--- src/hw/rtl/grid_dfs_tour_walker_core_assert.svh ---
// Assertion macros shared by the grid tour walker RTL.
`ifndef GRID_DFS_TOUR_WALKER_CORE_ASSERT_SVH
`define GRID_DFS_TOUR_WALKER_CORE_ASSERT_SVH

// same-cycle implication
`define GDTW_ASSERT_IMP(lbl, clk, rst_n, ante, cons) \
	lbl: assert property (@(posedge clk) disable iff (!rst_n) (ante) |-> (cons)) \
		else $error("gdtw: same-cycle check failed");

// next-cycle implication
`define GDTW_ASSERT_NXT(lbl, clk, rst_n, ante, cons) \
	lbl: assert property (@(posedge clk) disable iff (!rst_n) (ante) |=> (cons)) \
		else $error("gdtw: next-cycle check failed");

`endif

--- src/hw/rtl/gdtw_pkg.sv ---
// Package: types, constants and helpers of the grid tour walker.
`default_nettype none

package gdtw_pkg;

	localparam int MAX_N   = 64;
	localparam int POS_W   = 6;
	localparam int N_W     = 7;
	localparam int CELLS   = MAX_N * MAX_N;
	localparam int CELL_AW = 2 * POS_W;
	localparam int CNT_W   = CELL_AW + 1;
	localparam int CELL_W  = 5;
	localparam int CFG_IDX_W  = 2;
	localparam int CFG_DATA_W = 7;

	localparam logic [1:0] KIND_LOAD  = 2'd0;
	localparam logic [1:0] KIND_START = 2'd1;
	localparam logic [1:0] KIND_NEXT  = 2'd2;

	localparam logic [CFG_IDX_W-1:0] REG_GRID_SIZE = 2'd0;
	localparam logic [CFG_IDX_W-1:0] REG_START_ROW = 2'd1;
	localparam logic [CFG_IDX_W-1:0] REG_START_COL = 2'd2;

	localparam logic [1:0] DIR_UP    = 2'd0;
	localparam logic [1:0] DIR_DOWN  = 2'd1;
	localparam logic [1:0] DIR_LEFT  = 2'd2;
	localparam logic [1:0] DIR_RIGHT = 2'd3;

	typedef struct packed {
		logic [1:0]       kind;
		logic [POS_W-1:0] cell_row;
		logic [POS_W-1:0] cell_col;
		logic             is_road;
		logic [3:0]       cell_weight;
	} item_t;

	typedef struct packed {
		logic       move_valid;
		logic [1:0] move_dir;
		logic       is_backtrack;
		logic       walk_done;
	} result_t;

	typedef struct packed {
		logic [POS_W-1:0] row;
		logic [POS_W-1:0] col;
		logic [2:0]       nxt;
		logic [1:0]       arr;
	} frame_t;

	typedef enum logic [3:0] {
		ST_IDLE,
		ST_EXEC,
		ST_CLEAR,
		ST_NB,
		ST_NB_WAIT,
		ST_DECIDE,
		ST_VREAD,
		ST_VWRITE,
		ST_POP
	} state_t;

	typedef enum logic [1:0] {
		RES_ZERO,
		RES_DONE,
		RES_MOVE,
		RES_BACK
	} res_kind_t;

	typedef struct packed {
		logic      capture;
		logic      cell_wr;
		logic      idx_clr;
		logic      idx_inc;
		logic      clr_wr;
		logic      start_init;
		logic      nb_rd;
		logic      dec_latch;
		logic      push_wr;
		logic      vis_set;
		logic      pop;
		logic      top_load;
		logic      set_fin;
		logic      res_set;
		res_kind_t res_kind;
	} cmd_t;

	typedef struct packed {
		logic [1:0] kind;
		logic       nothing;
		logic       found;
		logic       root_only;
		logic       clear_last;
		logic       nb_last;
	} sts_t;

	// neighbor coordinates, 7 bits each; a step off the top or left wraps high
	function automatic logic [2*N_W-1:0] nb_coord(input logic [POS_W-1:0] row,
			input logic [POS_W-1:0] col, input logic [1:0] dir);
		logic [N_W-1:0] nr;
		logic [N_W-1:0] nc;
		nr = {1'b0, row};
		nc = {1'b0, col};
		case (dir)
			DIR_UP:    nr = nr - 7'd1;
			DIR_DOWN:  nr = nr + 7'd1;
			DIR_LEFT:  nc = nc - 7'd1;
			DIR_RIGHT: nc = nc + 7'd1;
			default:   nr = nr;
		endcase
		return {nr, nc};
	endfunction

	function automatic logic [1:0] back_dir(input logic [1:0] dir);
		logic [1:0] r;
		case (dir)
			DIR_UP:    r = DIR_DOWN;
			DIR_DOWN:  r = DIR_UP;
			DIR_LEFT:  r = DIR_RIGHT;
			DIR_RIGHT: r = DIR_LEFT;
			default:   r = DIR_DOWN;
		endcase
		return r;
	endfunction

endpackage

`default_nettype wire

--- src/hw/rtl/gdtw_ctrl.sv ---
// Controller state machine of the grid tour walker.
`default_nettype none
`include "grid_dfs_tour_walker_core_assert.svh"

module gdtw_ctrl (
	input  logic          clk,
	input  logic          arst_n,
	input  logic          start,
	input  gdtw_pkg::sts_t sts,
	output logic          busy,
	output gdtw_pkg::cmd_t cmd
);
	import gdtw_pkg::*;

	state_t state_q;
	state_t state_d;

	always_ff @(posedge clk or negedge arst_n) begin
		if (!arst_n) begin
			state_q <= ST_IDLE;
		end else begin
			state_q <= state_d;
		end
	end

	always_comb begin
		state_d = state_q;
		case (state_q)
			ST_IDLE: begin
				if (start) state_d = ST_EXEC;
			end
			ST_EXEC: begin
				case (sts.kind)
					KIND_START: state_d = ST_CLEAR;
					KIND_NEXT:  state_d = sts.nothing ? ST_IDLE : ST_NB;
					default:    state_d = ST_IDLE;
				endcase
			end
			ST_CLEAR: begin
				if (sts.clear_last) state_d = ST_IDLE;
			end
			ST_NB: begin
				if (sts.nb_last) state_d = ST_NB_WAIT;
			end
			ST_NB_WAIT: state_d = ST_DECIDE;
			ST_DECIDE: begin
				if (sts.found) state_d = ST_VREAD;
				else if (sts.root_only) state_d = ST_IDLE;
				else state_d = ST_POP;
			end
			ST_VREAD:  state_d = ST_VWRITE;
			ST_VWRITE: state_d = ST_IDLE;
			ST_POP:    state_d = ST_IDLE;
			default:   state_d = ST_IDLE;
		endcase
	end

	always_comb begin
		cmd = '0;
		cmd.res_kind = RES_ZERO;
		case (state_q)
			ST_IDLE: begin
				cmd.capture = start;
			end
			ST_EXEC: begin
				cmd.idx_clr = 1'b1;
				case (sts.kind)
					KIND_LOAD: begin
						cmd.cell_wr = 1'b1;
						cmd.res_set = 1'b1;
					end
					KIND_START: cmd.res_set = 1'b0;
					KIND_NEXT: begin
						if (sts.nothing) begin
							cmd.set_fin  = 1'b1;
							cmd.res_set  = 1'b1;
							cmd.res_kind = RES_DONE;
						end
					end
					default: cmd.res_set = 1'b1;
				endcase
			end
			ST_CLEAR: begin
				cmd.clr_wr  = 1'b1;
				cmd.idx_inc = 1'b1;
				if (sts.clear_last) begin
					cmd.start_init = 1'b1;
					cmd.res_set    = 1'b1;
				end
			end
			ST_NB: begin
				cmd.nb_rd   = 1'b1;
				cmd.idx_inc = 1'b1;
			end
			ST_DECIDE: begin
				if (sts.found) begin
					cmd.dec_latch = 1'b1;
				end else if (sts.root_only) begin
					cmd.set_fin  = 1'b1;
					cmd.res_set  = 1'b1;
					cmd.res_kind = RES_DONE;
				end else begin
					cmd.pop      = 1'b1;
					cmd.res_set  = 1'b1;
					cmd.res_kind = RES_BACK;
				end
			end
			ST_VREAD: begin
				cmd.push_wr = 1'b1;
			end
			ST_VWRITE: begin
				cmd.vis_set  = 1'b1;
				cmd.res_set  = 1'b1;
				cmd.res_kind = RES_MOVE;
			end
			ST_POP: begin
				cmd.top_load = 1'b1;
			end
			default: cmd = '0;
		endcase
	end

	assign busy = (state_q != ST_IDLE);

	`GDTW_ASSERT_NXT(a_res_then_idle, clk, arst_n, cmd.res_set, (state_q == ST_IDLE || state_q == ST_POP))
	`GDTW_ASSERT_IMP(a_decide_after_wait, clk, arst_n, state_q == ST_DECIDE, $past(state_q) == ST_NB_WAIT)

endmodule

`default_nettype wire

--- config.mk ---
export PLATFORM = sky130hd
export DESIGN_NAME = gdtw_ctrl
export DESIGN_NICKNAME = d
export VERILOG_FILES = /design/src/hw/rtl/gdtw_pkg.sv /design/src/hw/rtl/gdtw_ctrl.sv
export VERILOG_INCLUDE_DIRS = /design/src /design/src/hw/rtl
export SDC_FILE = /design/constraint.sdc
export NUM_CORES = 1
export LEC_CHECK = 0
export BUFFER_PORTS_ARGS = -buffer_cell sky130_fd_sc_hd__buf_2
export CAP_MARGIN = 20
export CORE_AREA = 4 4 41 43
export CTS_CLUSTER_DIAMETER = 40
export CTS_CLUSTER_SIZE = 8
export DETAILED_ROUTE_END_ITERATION = 6
export DIE_AREA = 0 0 45 47
export GPL_TIMING_DRIVEN = 0
export PLACE_DENSITY = 0.77
export RECOVER_POWER = 50
export SLEW_MARGIN = 20
export SYNTH_ARGS = -nofsm -noshare
export SYNTH_HDL_FRONTEND = slang
export SYNTH_SLANG_ARGS = --single-unit
--- constraint.sdc ---
create_clock -name clk -period 2.8 [get_ports clk]
set_input_delay 0.28 -clock clk [delete_from_list [all_inputs] [get_ports clk]]
set_output_delay 0.28 -clock clk [all_outputs]
set_load 0.05 [all_outputs]
# After elaboration in Yosys (flattened, before gate mapping)
# Cells that the tools add are included.
# word_totals
reg_bits	4
word_cells	52
# classes
n_eq_ne	13
reduce_logical	5
n_mux	33
# ops
cell	n
4-bit 2-to-1 mux	7
4-bit one-hot mux with 7 select lines	1
4-bit by 3-bit == test with 1-bit output (second input constant)	4
1-bit 2-to-1 mux	15
2-bit 2-to-1 mux	5
4-bit by 2-bit == test with 1-bit output (second input constant)	2
2-bit != test (second input constant)	3
2-bit one-hot mux with 3 select lines	1
4-bit by 1-bit == test with 1-bit output (second input constant)	1
4-bit == test (second input constant)	1
4-bit logical NOT	1
1-bit one-hot mux with 2 select lines	2
1-bit one-hot mux with 4 select lines	1
2-bit one-hot mux with 2 select lines	1
4-bit nonzero test	1
3-bit AND reduction	1
2-bit by 1-bit == test with 1-bit output (second input constant)	1
2-bit == test (second input constant)	1
2-bit logical NOT	1
2-bit OR reduction	1

# Longest topological paths before layout
# depth
depth_word	3
depth_mapped	6
depth_no_buf	6

# Least setup slack after synthesis
# No wires, ideal clock.
# synth_path
path_type	register to output
startpoint	reg state_q[0]
endpoint	out cmd[4] (netlist bit)
t_required_ns	2.520
setup_slack_ns	0.456
arrival_ns	2.064
stages_incl_launch_ff	3
path_cell_list	dfrtp_1 > buf_6 > nor4_1
# synth_rtl
item	line_no	rtl
from (decl)	gdtw_ctrl.sv:15	state_t state_q;
from (signal assigned)	gdtw_ctrl.sv:22	state_q <= state_d;
to (decl)	gdtw_ctrl.sv:11	output gdtw_pkg::cmd_t cmd

==> impl_metrics.yaml <==
finish:
  finalNetCount: 108
  layout_commonest_cell: "buf_2"
  n_antenna_cell: 0
  synthToLayoutAreaGrowth_pct: 35.9
  layout_common_cells: "buf_2, nor2_1, nand2_1"
  largest_reg_flops: 4
  reg.largest.list: "state_q: 4 flops"
  utilization: 0.491
  fin_area_sq_um: 639
  top_register: "state_q"
  drive_gt1_frac: 0.333
sta:
  fin_crit_ps: 2110
  timing.final.hold_violations: 0
  min_period_over_period: 0.752
  max_slew_margin: 0.604
  setup_viol: 0
  hold_ws_ps: 241
  finClkSkew_ps: 3.80
  tightestPinTransition_ps: 596
  timing.fmax_mhz: 475
  maxSlewViolCount: 0
  finalSetupTns_ps: 0
  rsz0062_at_grt: "no"
global_route:
  grt_pass1_vias: 545
  grt-ovfl-total: 0
  grt_pass1_wl_um: 2250
  grtUsageTotal: 0.150
  grt_start_max_net_pins: 11
  antenna_found_initial: 0
clocking:
  clk_pin_slew_worst_paths_ps: 50
  cts_max_level: 1
  clk_latency_ps: 250
  root_buffer: "clkbuf_4"
  ctsResizeCount: 0
  clockBufferDepth: 2
  cts.sinks: 4
  cts_tree: "yes"
  cts_setup_buffers: 0
  cts_buffers: 3
detailed_routing:
  ant_nets: 0
  totalWireLength_um: 1340
  vias: 557
  routedWlPerCell_um: 12.4
  drt_iter0_markers: 17
  drc: 0
  dr.pass1.iters: 4
  vias_per_cell: 5.16
power_and_ir_drop:
  p_int_w: 0.000270
  p_clk_frac: 0.115
  powerDensity_nw_per_um2: 1120
  worst_ir_drop_vdd_mv: 0.514
  p_sw_w: 0.000443
  leakage_nw: 0.343
  comb_power_share: 0.745
  sw_frac_of_total: 0.621
  seqPwrFrac: 0.140
worst_setup_path:
  start_kind: "register"
  r2r_slack_ps: 1350
  r2r_start: "state_q[0]$_DFFE_PN0P_"
  rr_endpoint: "state_q[2]$_DFFE_PN0P_"
  end_kind: "output port"
  crit_arrival_ps: 1830
  required_ps: 2520
  reg2reg_depth: 3
  crit_type: "register to output port"
  crit_fanout: 8
floorplanning:
  die_h_um: 47
  initial_utilization: 0.362
  dieWidth_um: 45
  io_pins: 27
  die-area_sq_um: 2120
  core.rowCount: 13
  core_region_area_sq_um: 1300
yosys:
  synth.distinct_cells: 29
  synth_area_sq_um: 470
  ys_seq_area_frac: 0.213
  async_reset_ff_frac: 1.00
  ys_ff_latch: 4
  synth_fp_nets: 76
  ys_warn_count: 0
  synth.avg_cell_area_sq_um: 7.47
  netlist_instances: 63
  synthFlopType: "dfrtp_1"
  synth_edf_count: 0
min_path:
  min_path_cells: 2
  min-delay-start: "sts[2]"
  min_to: "state_q[3]$_DFFE_PN0P_"
  holdCritPathClass: "primary input to register"
placed_design:
  dpl_cell_area_sq_um: 619
  gp_congestion: 0.855
  dp_hpwl_um: 1050
  port_buffers: 26
job:
  cap_violations: 0
outcome:
  status: "complete, no violations"
worst max path at each step:
stage	to	start	slack (ps)
finish	cmd[2]	state_q[1]$_DFFE_PN0P_	690
floorplan	cmd[4]	state_q[0]$_DFFE_PN0P_	460
global placement	cmd[2]	state_q[1]$_DFFE_PN0P_	1040
global route	cmd[2]	state_q[1]$_DFFE_PN0P_	580
CTS	cmd[2]	state_q[1]$_DFFE_PN0P_	800
detailed placement	cmd[2]	state_q[1]$_DFFE_PN0P_	1050
cell families (layout without fill, tap and decap cells):
kind of cell / Yosys count / count (layout) / synth area share
buf+inv: 9 / 39 / 0.0904
flops: 4 / 4 / 0.213
simple gates: 33 / 33 / 0.378
fa+ha+maj: 3 / 3 / 0.0798
compound gates: 14 / 14 / 0.239
worst max-delay path, stage by stage (launching register included):
cell and delay [ps]:
dfrtp_1 450, inv_1 240, nand3_4 120, or3_4 380, o311ai_1 80, buf_2 310
cell usage after synthesis (3+ instances only):
| master | number | area (sq um) |
|---|---|---|
| o21ai_0 | 3 | 15.0 |
| nor3_1 | 4 | 20.0 |
| inv_1 | 5 | 18.8 |
| dfrtp_1 | 4 | 100 |
| nand3_1 | 3 | 15.0 |
| nand2_1 | 7 | 26.3 |
| ha_1 | 3 | 37.5 |
| nor2_1 | 8 | 30.0 |
final cells by class:
cell class | count | area (sq um)
timing repair buffer | 27 | 134
multi-input combinational | 50 | 322
clock buffer | 3 | 22.5
buffer | 2 | 16.3
tap | 15 | 18.8
sequential | 4 | 100
inverter | 7 | 26.3
fill | 149 | 662
power groups by stage:
stage                     clock (W)  sequential [W]  combinational, W
after global placement            0        0.000100          0.000536
after CTS                 0.0000785        0.000101          0.000542
final                     0.0000823        0.000100          0.000531
after floorplan                   0       0.0000950          0.000437
after detailed placement          0        0.000102          0.000539
after global routing      0.0000845        0.000102          0.000571
routing by layer:
metal,track usage,vias to the layer above,routed length (um)
met5,0,-,0
met4,0.105,0,43
met3,0.0383,4,149
met2,0.223,31,583
met1,0.189,239,561
li1,-,283,-
per-stage QoR:
stage | setup WS, ps | power [W] | std cells
after detailed placement | 1050 | 0.000641 | 104
after CTS | 795 | 0.000721 | 108
after global routing | 581 | 0.000757 | 108
final | 694 | 0.000714 | 108
after global placement | 1040 | 0.000636 | 104
after floorplan | 456 | 0.000532 | 63
timing repair:
item	CTS	global route
hold buffers	1	0
endpoints found under the hold margin	4	0
endpoints found under the setup margin	0	0
Power figures use the tool's default switching activity.
